[src/rtl/itpt_pkg.sv]
// ============================================================================
// itpt_pkg: shared definitions for the integer to padded text formatter
// Field widths, flag bit positions, character codes, the commands passed
// between the sequencer and the character emitter, and the digit lookup.
// ============================================================================
package itpt_pkg;

    localparam int MAX_FIELD  = 60;
    localparam int VALUE_BITS = 32;

    // Port widths fixed by the item format.
    localparam int VALUE_PORT_W = 32;
    localparam int BASE_W       = 6;
    localparam int WIDTH_W      = 6;
    localparam int PREC_W       = 7;
    localparam int FLAGS_W      = 7;
    localparam int CHAR_W       = 7;

    localparam int BASE_MIN   = 2;
    localparam int BASE_MAX   = 36;
    localparam int DEC_DIGITS = 10;

    // Divider: DIV_STEP_BITS quotient bits are resolved per cycle.
    localparam int DIV_STEP_BITS = 4;
    localparam int DIV_CYCLES    = (VALUE_BITS + DIV_STEP_BITS - 1) / DIV_STEP_BITS;
    localparam int DIV_W         = DIV_CYCLES * DIV_STEP_BITS;
    localparam int DIV_CNT_W     = $clog2(DIV_CYCLES);

    localparam int ADDR_W  = $clog2(VALUE_BITS);
    localparam int DCNT_W  = $clog2(VALUE_BITS + 1);
    localparam int LEN_MAX = (MAX_FIELD > VALUE_BITS) ? MAX_FIELD : VALUE_BITS;
    localparam int LEN_W   = $clog2(LEN_MAX + 1);

    // Flag bit positions.
    localparam int BIT_ZPAD  = 0;
    localparam int BIT_SGN   = 1;
    localparam int BIT_PLUS  = 2;
    localparam int BIT_BLANK = 3;
    localparam int BIT_LJUST = 4;
    localparam int BIT_ALT   = 5;
    localparam int BIT_CAPS  = 6;

    typedef logic [CHAR_W-1:0]     char_t;
    typedef logic [BASE_W-1:0]     digit_t;
    typedef logic [VALUE_BITS-1:0] value_t;
    typedef logic [DIV_W-1:0]      divw_t;
    typedef logic [DIV_CNT_W-1:0]  divcnt_t;
    typedef logic [ADDR_W-1:0]     addr_t;
    typedef logic [DCNT_W-1:0]     dcnt_t;
    typedef logic [LEN_W-1:0]      len_t;
    typedef logic [LEN_W:0]        lenx_t;

    localparam char_t CH_NUL     = 7'h00;
    localparam char_t CH_SPACE   = 7'h20;
    localparam char_t CH_PLUS    = 7'h2B;
    localparam char_t CH_MINUS   = 7'h2D;
    localparam char_t CH_ZERO    = 7'h30;
    localparam char_t CH_A_UPPER = 7'h41;
    localparam char_t CH_X_UPPER = 7'h58;
    localparam char_t CH_A_LOWER = 7'h61;
    localparam char_t CH_X_LOWER = 7'h78;

    typedef struct packed {
        logic   en;
        addr_t  addr;
        digit_t data;
    } digit_wr_t;

    typedef struct packed {
        logic        start;
        logic        err;
        len_t        lead;
        logic        sign_en;
        char_t       sign_char;
        logic [1:0]  pfx_len;
        len_t        zfill;
        len_t        pzero;
        dcnt_t       digits;
        len_t        trail;
        logic        upper;
    } emit_cmd_t;

    function automatic char_t digit_char(input digit_t d, input logic upper);
        char_t c;
        if (d < digit_t'(DEC_DIGITS))
            c = CH_ZERO + char_t'(d);
        else if (upper)
            c = CH_A_UPPER + char_t'(d - digit_t'(DEC_DIGITS));
        else
            c = CH_A_LOWER + char_t'(d - digit_t'(DEC_DIGITS));
        return c;
    endfunction

endpackage

[src/rtl/itpt_divider.sv]
// ============================================================================
// itpt_divider: iterative divide of the value by the base
// Restoring division that settles four quotient bits per cycle and returns
// quotient and remainder together with a one-cycle done pulse.
// ============================================================================
module itpt_divider (
    input  logic              clk,
    input  logic              rst_n,
    input  logic              start,
    input  itpt_pkg::value_t  dividend,
    input  itpt_pkg::digit_t  divisor,
    output logic              done,
    output itpt_pkg::value_t  quotient,
    output itpt_pkg::digit_t  remainder
);

    itpt_pkg::divw_t   work_reg, work_next;
    itpt_pkg::digit_t  rem_reg, rem_next;
    itpt_pkg::digit_t  divisor_reg, divisor_next;
    itpt_pkg::divcnt_t cnt_reg, cnt_next;
    logic              busy_reg, busy_next;
    logic              done_reg, done_next;

    itpt_pkg::digit_t                      step_rem;
    logic [itpt_pkg::DIV_STEP_BITS-1:0]    step_q;

    // The dividend bits go out at the top of the work register while the
    // quotient bits come in at the bottom.
    always_comb
    begin : chunk
        logic [itpt_pkg::BASE_W:0] trial;
        logic [itpt_pkg::BASE_W:0] dvs;
        step_rem = rem_reg;
        step_q   = '0;
        dvs      = {1'b0, divisor_reg};
        for (int i = 0; i < itpt_pkg::DIV_STEP_BITS; i++)
        begin
            trial = {step_rem, work_reg[itpt_pkg::DIV_W-1-i]};
            if (trial >= dvs)
            begin
                step_rem = itpt_pkg::digit_t'(trial - dvs);
                step_q[itpt_pkg::DIV_STEP_BITS-1-i] = 1'b1;
            end
            else
            begin
                step_rem = trial[itpt_pkg::BASE_W-1:0];
            end
        end
    end

    always_comb
    begin
        work_next    = work_reg;
        rem_next     = rem_reg;
        divisor_next = divisor_reg;
        cnt_next     = cnt_reg;
        busy_next    = busy_reg;
        done_next    = 1'b0;
        if (start)
        begin
            work_next    = itpt_pkg::divw_t'(dividend);
            rem_next     = '0;
            divisor_next = divisor;
            cnt_next     = '0;
            busy_next    = 1'b1;
        end
        else if (busy_reg)
        begin
            work_next = {work_reg[itpt_pkg::DIV_W-itpt_pkg::DIV_STEP_BITS-1:0], step_q};
            rem_next  = step_rem;
            cnt_next  = cnt_reg + 1'b1;
            if (cnt_reg == itpt_pkg::divcnt_t'(itpt_pkg::DIV_CYCLES - 1))
            begin
                busy_next = 1'b0;
                done_next = 1'b1;
            end
        end
    end

    always_ff @(posedge clk or negedge rst_n)
    begin
        if (!rst_n)
        begin
            work_reg    <= '0;
            rem_reg     <= '0;
            divisor_reg <= '0;
            cnt_reg     <= '0;
            busy_reg    <= 1'b0;
            done_reg    <= 1'b0;
        end
        else
        begin
            work_reg    <= work_next;
            rem_reg     <= rem_next;
            divisor_reg <= divisor_next;
            cnt_reg     <= cnt_next;
            busy_reg    <= busy_next;
            done_reg    <= done_next;
        end
    end

    assign done      = done_reg;
    assign quotient  = work_reg[itpt_pkg::VALUE_BITS-1:0];
    assign remainder = rem_reg;

endmodule

[src/rtl/itpt_emitter.sv]
// ============================================================================
// itpt_emitter: character emitter with digit store
// Walks the segments of the field (leading spaces, sign, prefix, zero
// filler, precision zeros, digits, trailing spaces) one character per cycle
// into a registered output slot while it is free; an error command gives a lone NUL.
// ============================================================================
module itpt_emitter (
    input  logic                 clk,
    input  logic                 rst_n,
    input  itpt_pkg::emit_cmd_t  cmd,
    input  itpt_pkg::digit_wr_t  dwr,
    output logic                 busy,
    output logic                 out_valid,
    input  logic                 out_ready,
    output itpt_pkg::char_t      character,
    output logic                 last,
    output logic                 bad_base
);

    typedef enum logic [2:0] {
        PH_LEAD,
        PH_SIGN,
        PH_PFX,
        PH_ZFILL,
        PH_PZERO,
        PH_DIG,
        PH_TRAIL,
        PH_IDLE
    } phase_t;

    localparam int NumPh = 8;

    // Lowest non-empty segment at or after lo; idle when there is none.
    function automatic phase_t first_from(input logic [NumPh-1:0] m, input logic [2:0] lo);
        phase_t p;
        p = PH_IDLE;
        for (int j = NumPh - 2; j >= 0; j--)
        begin
            if (m[j] && (j >= int'(lo)))
                p = phase_t'(3'(j));
        end
        return p;
    endfunction

    phase_t             phase_reg, phase_next;
    itpt_pkg::len_t     cnt_reg, cnt_next;
    itpt_pkg::len_t     len_reg [NumPh];
    itpt_pkg::len_t     len_next [NumPh];
    itpt_pkg::len_t     cmd_len [NumPh];
    itpt_pkg::char_t    sign_char_reg, sign_char_next;
    logic               pfx2_reg, pfx2_next;
    logic               upper_reg, upper_next;
    logic               err_reg, err_next;
    itpt_pkg::addr_t    dptr_reg, dptr_next;
    logic               out_valid_reg, out_valid_next;
    itpt_pkg::char_t    out_char_reg, out_char_next;
    logic               out_last_reg, out_last_next;
    logic               out_bad_reg, out_bad_next;

    itpt_pkg::digit_t   mem [itpt_pkg::VALUE_BITS];
    itpt_pkg::digit_t   rd_data_reg;

    logic [NumPh-1:0]   len_mask;
    logic [NumPh-1:0]   cmd_mask;
    phase_t             after;
    phase_t             first;
    itpt_pkg::char_t    cur_char;
    logic               slot_free;

    always_comb
    begin
        cmd_len[0] = cmd.lead;
        cmd_len[1] = itpt_pkg::len_t'(cmd.sign_en);
        cmd_len[2] = itpt_pkg::len_t'(cmd.pfx_len);
        cmd_len[3] = cmd.zfill;
        cmd_len[4] = cmd.pzero;
        cmd_len[5] = itpt_pkg::len_t'(cmd.digits);
        cmd_len[6] = cmd.trail;
        cmd_len[7] = '0;
        for (int j = 0; j < NumPh; j++)
        begin
            cmd_mask[j] = (cmd_len[j] != '0);
            len_mask[j] = (len_reg[j] != '0);
        end
    end

    assign slot_free = !out_valid_reg || out_ready;
    assign after     = first_from(len_mask, 3'(phase_reg) + 3'd1);
    assign first     = first_from(cmd_mask, 3'd0);

    always_comb
    begin
        unique case (phase_reg) inside
            PH_LEAD, PH_TRAIL:  cur_char = itpt_pkg::CH_SPACE;
            PH_SIGN:            cur_char = sign_char_reg;
            PH_PFX:
            begin
                // With a two-character prefix the second one is the x.
                if (pfx2_reg && (cnt_reg == itpt_pkg::len_t'(1)))
                    cur_char = upper_reg ? itpt_pkg::CH_X_UPPER : itpt_pkg::CH_X_LOWER;
                else
                    cur_char = itpt_pkg::CH_ZERO;
            end
            PH_ZFILL, PH_PZERO: cur_char = itpt_pkg::CH_ZERO;
            PH_DIG:             cur_char = itpt_pkg::digit_char(rd_data_reg, upper_reg);
            default:            cur_char = itpt_pkg::CH_NUL;
        endcase
    end

    always_comb
    begin
        phase_next     = phase_reg;
        cnt_next       = cnt_reg;
        len_next       = len_reg;
        sign_char_next = sign_char_reg;
        pfx2_next      = pfx2_reg;
        upper_next     = upper_reg;
        err_next       = err_reg;
        dptr_next      = dptr_reg;
        out_valid_next = out_valid_reg && !out_ready;
        out_char_next  = out_char_reg;
        out_last_next  = out_last_reg;
        out_bad_next   = out_bad_reg;

        if (cmd.start)
        begin
            if (cmd.err)
            begin
                err_next = 1'b1;
            end
            else
            begin
                len_next       = cmd_len;
                phase_next     = first;
                cnt_next       = cmd_len[3'(first)];
                sign_char_next = cmd.sign_char;
                pfx2_next      = (cmd.pfx_len == 2'd2);
                upper_next     = cmd.upper;
                dptr_next      = itpt_pkg::addr_t'(cmd.digits - 1'b1);
            end
        end
        else if (slot_free && err_reg)
        begin
            out_valid_next = 1'b1;
            out_char_next  = itpt_pkg::CH_NUL;
            out_last_next  = 1'b1;
            out_bad_next   = 1'b1;
            err_next       = 1'b0;
        end
        else if (slot_free && (phase_reg != PH_IDLE))
        begin
            out_valid_next = 1'b1;
            out_char_next  = cur_char;
            out_last_next  = (cnt_reg == itpt_pkg::len_t'(1)) && (after == PH_IDLE);
            out_bad_next   = 1'b0;
            if (phase_reg == PH_DIG)
                dptr_next = dptr_reg - 1'b1;
            if (cnt_reg == itpt_pkg::len_t'(1))
            begin
                phase_next = after;
                cnt_next   = len_reg[3'(after)];
            end
            else
            begin
                cnt_next = cnt_reg - 1'b1;
            end
        end
    end

    always_ff @(posedge clk or negedge rst_n)
    begin
        if (!rst_n)
        begin
            phase_reg     <= PH_IDLE;
            cnt_reg       <= '0;
            for (int j = 0; j < NumPh; j++)
                len_reg[j] <= '0;
            sign_char_reg <= itpt_pkg::CH_NUL;
            pfx2_reg      <= 1'b0;
            upper_reg     <= 1'b0;
            err_reg       <= 1'b0;
            dptr_reg      <= '0;
            out_valid_reg <= 1'b0;
            out_char_reg  <= itpt_pkg::CH_NUL;
            out_last_reg  <= 1'b0;
            out_bad_reg   <= 1'b0;
        end
        else
        begin
            phase_reg     <= phase_next;
            cnt_reg       <= cnt_next;
            len_reg       <= len_next;
            sign_char_reg <= sign_char_next;
            pfx2_reg      <= pfx2_next;
            upper_reg     <= upper_next;
            err_reg       <= err_next;
            dptr_reg      <= dptr_next;
            out_valid_reg <= out_valid_next;
            out_char_reg  <= out_char_next;
            out_last_reg  <= out_last_next;
            out_bad_reg   <= out_bad_next;
        end
    end

    // The read address follows the digit pointer's next value, so the
    // registered read data always holds the digit under the pointer.
    always_ff @(posedge clk)
    begin
        if (dwr.en)
            mem[dwr.addr] <= dwr.data;
        rd_data_reg <= mem[dptr_next];
    end

    assign busy      = (phase_reg != PH_IDLE) || err_reg;
    assign out_valid = out_valid_reg;
    assign character = out_char_reg;
    assign last      = out_last_reg;
    assign bad_base  = out_bad_reg;

endmodule

[src/rtl/integer_to_padded_text.sv]
// ============================================================================
// integer_to_padded_text: printf-style integer formatter
// Converts one value to its digits in a base from 2 to 36 and emits the
// padded field as a run of characters with the final one marked.
// ============================================================================
// One item is taken at a time. After acceptance the value is split into
// digits by a shared iterative divider that settles four quotient bits per
// cycle; each time a division finishes its remainder is stored as the next
// digit and, while the quotient is not zero, the divider restarts on it.
// The S_SETUP state then sizes the padding, and the field leaves at one
// character per cycle while the output is taken. A bad base sets an error
// flag that loads its single result into the output register once the slot
// is free, and the input is ready again in the cycle after that. After a
// proper field the input is ready again in the cycle after the last
// character has entered the output register.
module integer_to_padded_text (
    input  logic                                clk,
    input  logic                                rst_n,
    input  logic                                in_valid,
    output logic                                in_ready,
    input  logic [itpt_pkg::VALUE_PORT_W-1:0]   value,
    input  logic [itpt_pkg::BASE_W-1:0]         base,
    input  logic [itpt_pkg::WIDTH_W-1:0]        width,
    input  logic signed [itpt_pkg::PREC_W-1:0]  precision,
    input  logic [itpt_pkg::FLAGS_W-1:0]        flags,
    output logic                                out_valid,
    input  logic                                out_ready,
    output logic [itpt_pkg::CHAR_W-1:0]         character,
    output logic                                last,
    output logic                                bad_base
);

    typedef enum logic [1:0] {
        S_IDLE,
        S_CONV,
        S_SETUP,
        S_EMIT
    } state_t;

    state_t                               state_reg, state_next;
    itpt_pkg::dcnt_t                      dcnt_reg, dcnt_next;
    itpt_pkg::digit_t                     base_reg, base_next;
    logic [itpt_pkg::WIDTH_W-1:0]         width_reg, width_next;
    logic signed [itpt_pkg::PREC_W-1:0]   prec_reg, prec_next;
    logic                                 sign_en_reg, sign_en_next;
    itpt_pkg::char_t                      sign_char_reg, sign_char_next;
    logic [1:0]                           pfx_reg, pfx_next;
    logic                                 zero_reg, zero_next;
    logic                                 left_reg, left_next;
    logic                                 upper_reg, upper_next;

    itpt_pkg::value_t     in_val;
    itpt_pkg::value_t     in_mag;
    logic                 in_neg;
    logic                 in_bad;
    logic                 in_sign_en;
    itpt_pkg::char_t      in_sign_char;
    logic [1:0]           in_pfx;

    logic                 div_start;
    itpt_pkg::value_t     div_dividend;
    itpt_pkg::digit_t     div_divisor;
    logic                 div_done;
    itpt_pkg::value_t     div_quot;
    itpt_pkg::digit_t     div_rem;

    itpt_pkg::len_t       w_sat;
    itpt_pkg::len_t       p_eff;
    itpt_pkg::len_t       pe;
    itpt_pkg::lenx_t      used;
    itpt_pkg::len_t       pad;

    itpt_pkg::emit_cmd_t  cmd;
    itpt_pkg::digit_wr_t  dwr;
    logic                 emit_busy;

    // Decode of the incoming item.
    always_comb
    begin
        in_val = value[itpt_pkg::VALUE_BITS-1:0];
        in_neg = flags[itpt_pkg::BIT_SGN] && in_val[itpt_pkg::VALUE_BITS-1];
        in_mag = in_neg ? (~in_val + 1'b1) : in_val;
        in_bad = (int'(base) < itpt_pkg::BASE_MIN) || (int'(base) > itpt_pkg::BASE_MAX);

        in_sign_en   = 1'b0;
        in_sign_char = itpt_pkg::CH_NUL;
        if (in_neg)
        begin
            in_sign_en   = 1'b1;
            in_sign_char = itpt_pkg::CH_MINUS;
        end
        else if (flags[itpt_pkg::BIT_SGN] && flags[itpt_pkg::BIT_PLUS])
        begin
            in_sign_en   = 1'b1;
            in_sign_char = itpt_pkg::CH_PLUS;
        end
        else if (flags[itpt_pkg::BIT_SGN] && flags[itpt_pkg::BIT_BLANK])
        begin
            in_sign_en   = 1'b1;
            in_sign_char = itpt_pkg::CH_SPACE;
        end

        in_pfx = 2'd0;
        if (flags[itpt_pkg::BIT_ALT] && (int'(base) == 16))
            in_pfx = 2'd2;
        else if (flags[itpt_pkg::BIT_ALT] && (int'(base) == 8))
            in_pfx = 2'd1;
    end

    // Field sizing from the digit count once conversion has finished.
    always_comb
    begin
        w_sat = (int'(width_reg) > itpt_pkg::MAX_FIELD) ?
                itpt_pkg::len_t'(itpt_pkg::MAX_FIELD) : itpt_pkg::len_t'(width_reg);
        if (prec_reg[itpt_pkg::PREC_W-1])
            p_eff = '0;
        else if (int'(prec_reg) > itpt_pkg::MAX_FIELD)
            p_eff = itpt_pkg::len_t'(itpt_pkg::MAX_FIELD);
        else
            p_eff = itpt_pkg::len_t'(prec_reg);
        pe   = (p_eff > itpt_pkg::len_t'(dcnt_reg)) ? p_eff : itpt_pkg::len_t'(dcnt_reg);
        used = itpt_pkg::lenx_t'(pe) + itpt_pkg::lenx_t'(sign_en_reg) +
               itpt_pkg::lenx_t'(pfx_reg);
        pad  = (itpt_pkg::lenx_t'(w_sat) > used) ?
               itpt_pkg::len_t'(itpt_pkg::lenx_t'(w_sat) - used) : '0;
    end

    always_comb
    begin
        cmd.start     = ((state_reg == S_IDLE) && in_valid && in_bad) ||
                        (state_reg == S_SETUP);
        cmd.err       = (state_reg == S_IDLE);
        cmd.lead      = (!zero_reg && !left_reg) ? pad : '0;
        cmd.sign_en   = sign_en_reg;
        cmd.sign_char = sign_char_reg;
        cmd.pfx_len   = pfx_reg;
        cmd.zfill     = zero_reg ? pad : '0;
        cmd.pzero     = pe - itpt_pkg::len_t'(dcnt_reg);
        cmd.digits    = dcnt_reg;
        cmd.trail     = left_reg ? pad : '0;
        cmd.upper     = upper_reg;
    end

    always_comb
    begin
        div_start    = 1'b0;
        div_dividend = in_mag;
        div_divisor  = base_reg;
        if (state_reg == S_IDLE)
        begin
            div_divisor = base;
            div_start   = in_valid && !in_bad;
        end
        else if ((state_reg == S_CONV) && div_done && (div_quot != '0))
        begin
            div_dividend = div_quot;
            div_start    = 1'b1;
        end

        dwr.en   = (state_reg == S_CONV) && div_done;
        dwr.addr = itpt_pkg::addr_t'(dcnt_reg);
        dwr.data = div_rem;
    end

    always_comb
    begin
        state_next     = state_reg;
        dcnt_next      = dcnt_reg;
        base_next      = base_reg;
        width_next     = width_reg;
        prec_next      = prec_reg;
        sign_en_next   = sign_en_reg;
        sign_char_next = sign_char_reg;
        pfx_next       = pfx_reg;
        zero_next      = zero_reg;
        left_next      = left_reg;
        upper_next     = upper_reg;
        unique case (state_reg)
            S_IDLE:
            begin
                if (in_valid)
                begin
                    base_next      = base;
                    width_next     = width;
                    prec_next      = precision;
                    sign_en_next   = in_sign_en;
                    sign_char_next = in_sign_char;
                    pfx_next       = in_pfx;
                    // Left justification cancels zero padding.
                    zero_next      = flags[itpt_pkg::BIT_ZPAD] && !flags[itpt_pkg::BIT_LJUST];
                    left_next      = flags[itpt_pkg::BIT_LJUST];
                    upper_next     = flags[itpt_pkg::BIT_CAPS];
                    dcnt_next      = '0;
                    state_next     = in_bad ? S_EMIT : S_CONV;
                end
            end
            S_CONV:
            begin
                if (div_done)
                begin
                    dcnt_next = dcnt_reg + 1'b1;
                    if (div_quot == '0)
                        state_next = S_SETUP;
                end
            end
            S_SETUP:
            begin
                state_next = S_EMIT;
            end
            S_EMIT:
            begin
                if (!emit_busy)
                    state_next = S_IDLE;
            end
            default:
            begin
                state_next = S_IDLE;
            end
        endcase
    end

    always_ff @(posedge clk or negedge rst_n)
    begin
        if (!rst_n)
        begin
            state_reg     <= S_IDLE;
            dcnt_reg      <= '0;
            base_reg      <= '0;
            width_reg     <= '0;
            prec_reg      <= '0;
            sign_en_reg   <= 1'b0;
            sign_char_reg <= itpt_pkg::CH_NUL;
            pfx_reg       <= 2'd0;
            zero_reg      <= 1'b0;
            left_reg      <= 1'b0;
            upper_reg     <= 1'b0;
        end
        else
        begin
            state_reg     <= state_next;
            dcnt_reg      <= dcnt_next;
            base_reg      <= base_next;
            width_reg     <= width_next;
            prec_reg      <= prec_next;
            sign_en_reg   <= sign_en_next;
            sign_char_reg <= sign_char_next;
            pfx_reg       <= pfx_next;
            zero_reg      <= zero_next;
            left_reg      <= left_next;
            upper_reg     <= upper_next;
        end
    end

    assign in_ready = (state_reg == S_IDLE);

    itpt_divider u_divider (
        .clk       (clk),
        .rst_n     (rst_n),
        .start     (div_start),
        .dividend  (div_dividend),
        .divisor   (div_divisor),
        .done      (div_done),
        .quotient  (div_quot),
        .remainder (div_rem)
    );

    itpt_emitter u_emitter (
        .clk       (clk),
        .rst_n     (rst_n),
        .cmd       (cmd),
        .dwr       (dwr),
        .busy      (emit_busy),
        .out_valid (out_valid),
        .out_ready (out_ready),
        .character (character),
        .last      (last),
        .bad_base  (bad_base)
    );

endmodule

[config.mk]
export PLATFORM = sky130hd
export DESIGN_NAME = integer_to_padded_text
export DESIGN_NICKNAME = d
export VERILOG_FILES = /design/src/rtl/itpt_pkg.sv /design/src/rtl/itpt_divider.sv /design/src/rtl/itpt_emitter.sv /design/src/rtl/integer_to_padded_text.sv
export SDC_FILE = /design/constraint.sdc
export NUM_CORES = 1
export LEC_CHECK = 0
export BUFFER_PORTS_ARGS = -buffer_cell sky130_fd_sc_hd__buf_2
export CORE_ASPECT_RATIO = 2
export CORE_MARGIN = 5
export CORE_UTILIZATION = 45
export CTS_BUF_LIST = sky130_fd_sc_hd__clkbuf_8
export DETAILED_ROUTE_END_ITERATION = 7
export PLACE_DENSITY = 0.58
export SYNTH_ARGS = -nofsm -noshare
export SYNTH_HDL_FRONTEND = slang
export SYNTH_HIERARCHICAL = 1
export SYNTH_SLANG_ARGS = --single-unit
[constraint.sdc]
create_clock -name clk -period 23.3 [get_ports clk]
set_input_delay 5.825 -clock clk [delete_from_list [all_inputs] [get_ports clk]]
set_output_delay 5.825 -clock clk [all_outputs]
set_load 0.01 [all_outputs]
==> results_dict.tcl <==
set metrics [dict create \
    clkLatencyLatePin_ps 620 \
    grtUsageTotal 0.235 \
    grt_pass1_wl_um 90600 \
    io_buffers 72 \
    wl_met1_um 20500 \
    viasPerCell 5.88 \
    hpwlAfterDp_um 42900 \
    clkPwrFrac 0.356 \
    cts_hold_buf 0 \
    drive_above_1_share 0.148 \
    synth_seq_cells 350 \
    die_area_um2 49000 \
    cts_tree "built" \
    fin_crit_sh 0.426 \
    die_w_um 159 \
    slew_headroom 0.266 \
    cts_buffer_depth 3 \
    gr-total-overflow 0 \
    netlist-cell-type-count 110 \
    wl_um 58600 \
    cp_data_required_time_ps 23780 \
    combinationalPowerShare 0.222 \
    core_area_um2 44100 \
    startpoint_type "input pin" \
    routed-wl-met3_um 1810 \
    max-vdd-ir-drop_uv 40.6 \
    drtIter0Drc 964 \
    synth_ff_type "edfxtp_1" \
    p_sw_w 0.000496 \
    cts_buffers 52 \
    seq_power_share 0.422 \
    criticalPathCategory "input pin to flip-flop" \
    regArea_um2 9690 \
    htreeDepth 2 \
    cp_max_fo 46 \
    end_kind "flip-flop" \
    power.leakage_nw 9.40 \
    ioPinCount 73 \
    wl_per_cell_um 22.9 \
    areaGrowthSynthToFinish_pct 10.5 \
    synth-edff-count 192 \
    multi_input_area_um2 9670 \
    setup_viol 0 \
    num_rows 109 \
    cp.arrival_ps 10400 \
    swShare 0.301 \
    ys_seq_area_frac 0.485 \
    outcome "complete, no violations" \
    die_y_um 308 \
    dr.pass1.iters 5 \
    grt_pass1_vias 15600 \
    clockRootBuffer "clkbuf_8" \
    tightest_slew_ps 1090 \
    design_area_um2 22100 \
    synth_warnings 6 \
    cts_setup_buffers 0 \
    finalMaxSlewViolations 0 \
    vias 15100 \
    hold_class "flip-flop to flip-flop" \
    layout_min_cycle_time_ps 9920 \
    antenna_left 0 \
    skew_ps 32.2 \
    place_congestion 0.914 \
    setup_tns_ps 0 \
    cts_resized 0 \
    drcViolationCount 0 \
    power.density_nw_per_um2 74.5 \
    grt_antenna_before_repair 2 \
    syn-mean-instance-area_um2 10.5 \
    p_int_w 0.00115 \
    finalHoldViolCount 0 \
    layout_common_cells "nand2_1, edfxtp_1, nor2_1" \
    layout_commonest_cell "nand2_1" \
    drv_cap 0 \
    num-fill-cells 4040 \
    place_area_um2 20900 \
    fmax_ghz 0.101 \
    num-nets-final 2095 \
    cts.clk_slew.worst_paths_ps 70 \
    clock_sinks 350 \
    largest_register_ffs 192 \
    top_layer_used "met5" \
    mappedNetlistArea_um2 20000 \
    start_util 0.454 \
    grt_max_degree 82 \
    async_flop_share 0.434 \
    wl_met2_um 32900 \
    rsz0062_at_grt "false" \
    syn_inst 1899 \
    power_w 0.00165 \
]
==> power by group through the flow <==
stage | logic (W) | clock network, W | registers [W]
finish | 0.000365 | 0.000586 | 0.000695
global route | 0.000396 | 0.000630 | 0.000697
CTS | 0.000366 | 0.000601 | 0.000695
detailed placement | 0.000364 | 0 | 0.000708
global placement | 0.000359 | 0 | 0.000707
floorplan | 0.000285 | 0 | 0.000696
==> layer usage <==
metal	GRT usage	up-vias
li1	-	7097
met1	0.243	7408
met2	0.459	397
met3	0.0241	152
met4	0.121	2
met5	0	-
==> worst max-delay path, stage by stage <==
cell,delay [ps]
buf_2,120
nor2_1,400
nand2_1,100
a22o_1,360
a31o_2,490
nor4b_1,410
a32o_1,230
or3_4,610
buf_4,700
mux2_2,410
nor2_1,90
a21oi_1,50
a211oi_1,440
nor3_1,100
==> synthesized netlist by cell type (9+ instances only) <==
master    count  area (um2)
a211o_1      14         123
a211oi_1     24         180
a21oi_1      93         465
a31oi_1      21         131
a32o_1        9        90.1
and2_1        9        56.3
and3_1       12        75.1
buf_2         9        45.0
clkbuf_1     58         218
dfrtp_1     149        3730
edfxtp_1    192        5770
ha_1         64         801
inv_1        69         259
mux2_1       23         259
mux2_2       47         529
mux2i_1     117        1170
nand2_1     243         912
nand2b_1     13        81.3
nand3_1      24         120
nand3b_1     10        75.1
nand4_1      16         100
nor2_1      184         691
nor2b_1      17         106
nor3_1       34         170
nor4_1       22         138
o211ai_1     23         173
o21ai_0      87         435
o21ai_1      19        95.1
o31ai_1      10        75.1
xnor2_1      43         377
xor2_1       28         245
==> kinds of logic after synthesis <==
family,after synthesis,synth area share
other,1,0.000188
and+or+nand+nor,647,0.155
adders and majority gates,72,0.0481
AOI/OAI and AO/OA,404,0.138
buffers and inverters,157,0.0340
muxes,197,0.108
xor gates and xnor gates,71,0.0311
DFF,350,0.485
==> path summary, 6_finish.rpt <==
path                                                         from                                      to  slack [ps]  depth (start not counted)
max                                                       base[3]        u_emitter/rd_data_reg[3]$_DFF_P_       13380                         14
min                        u_emitter/sign_char_reg[3]$_DFFE_PN0P_  u_emitter/sign_char_reg[3]$_DFFE_PN0P_         480                          2
max reg2reg                  u_divider/divisor_reg[5]$_DFFE_PN0P_      u_divider/remainder[1]$_DFFE_PN0P_       14940                         32
min reg2reg                u_emitter/sign_char_reg[3]$_DFFE_PN0P_  u_emitter/sign_char_reg[3]$_DFFE_PN0P_         480                          2
max in group asynchronous                                   rst_n      u_divider/quotient[10]$_DFFE_PN0P_       16350                          3
min in group asynchronous                                   rst_n       u_emitter/len_reg[24]$_DFFE_PN0P_        5220                          1
==> stage by stage <==
| step | hold WS, ps | utilization | instances | setup WS (ps) |
|---|---|---|---|---|
| floorplan | 439 | - | 1900 | 14910 |
| global placement | 460 | 0.473 | 2462 | 13020 |
| detailed placement | 467 | 0.473 | 2462 | 12900 |
| CTS | 483 | 0.502 | 2560 | 13560 |
| global route | 504 | 0.502 | 2561 | 13260 |
| finish | 476 | 0.502 | 2561 | 13380 |
==> area by class of cell <==
class | instances | area share
clock buffers | 65 | 0.0405
well taps | 555 | 0.0314
diodes | 1 | 0.000113
inverters | 70 | 0.0119
repair buffers | 94 | 0.0241
flip-flops and latches | 350 | 0.439
multi-input cells | 1393 | 0.437
clock inverters | 33 | 0.0160
Power figures use the tool's default switching activity.
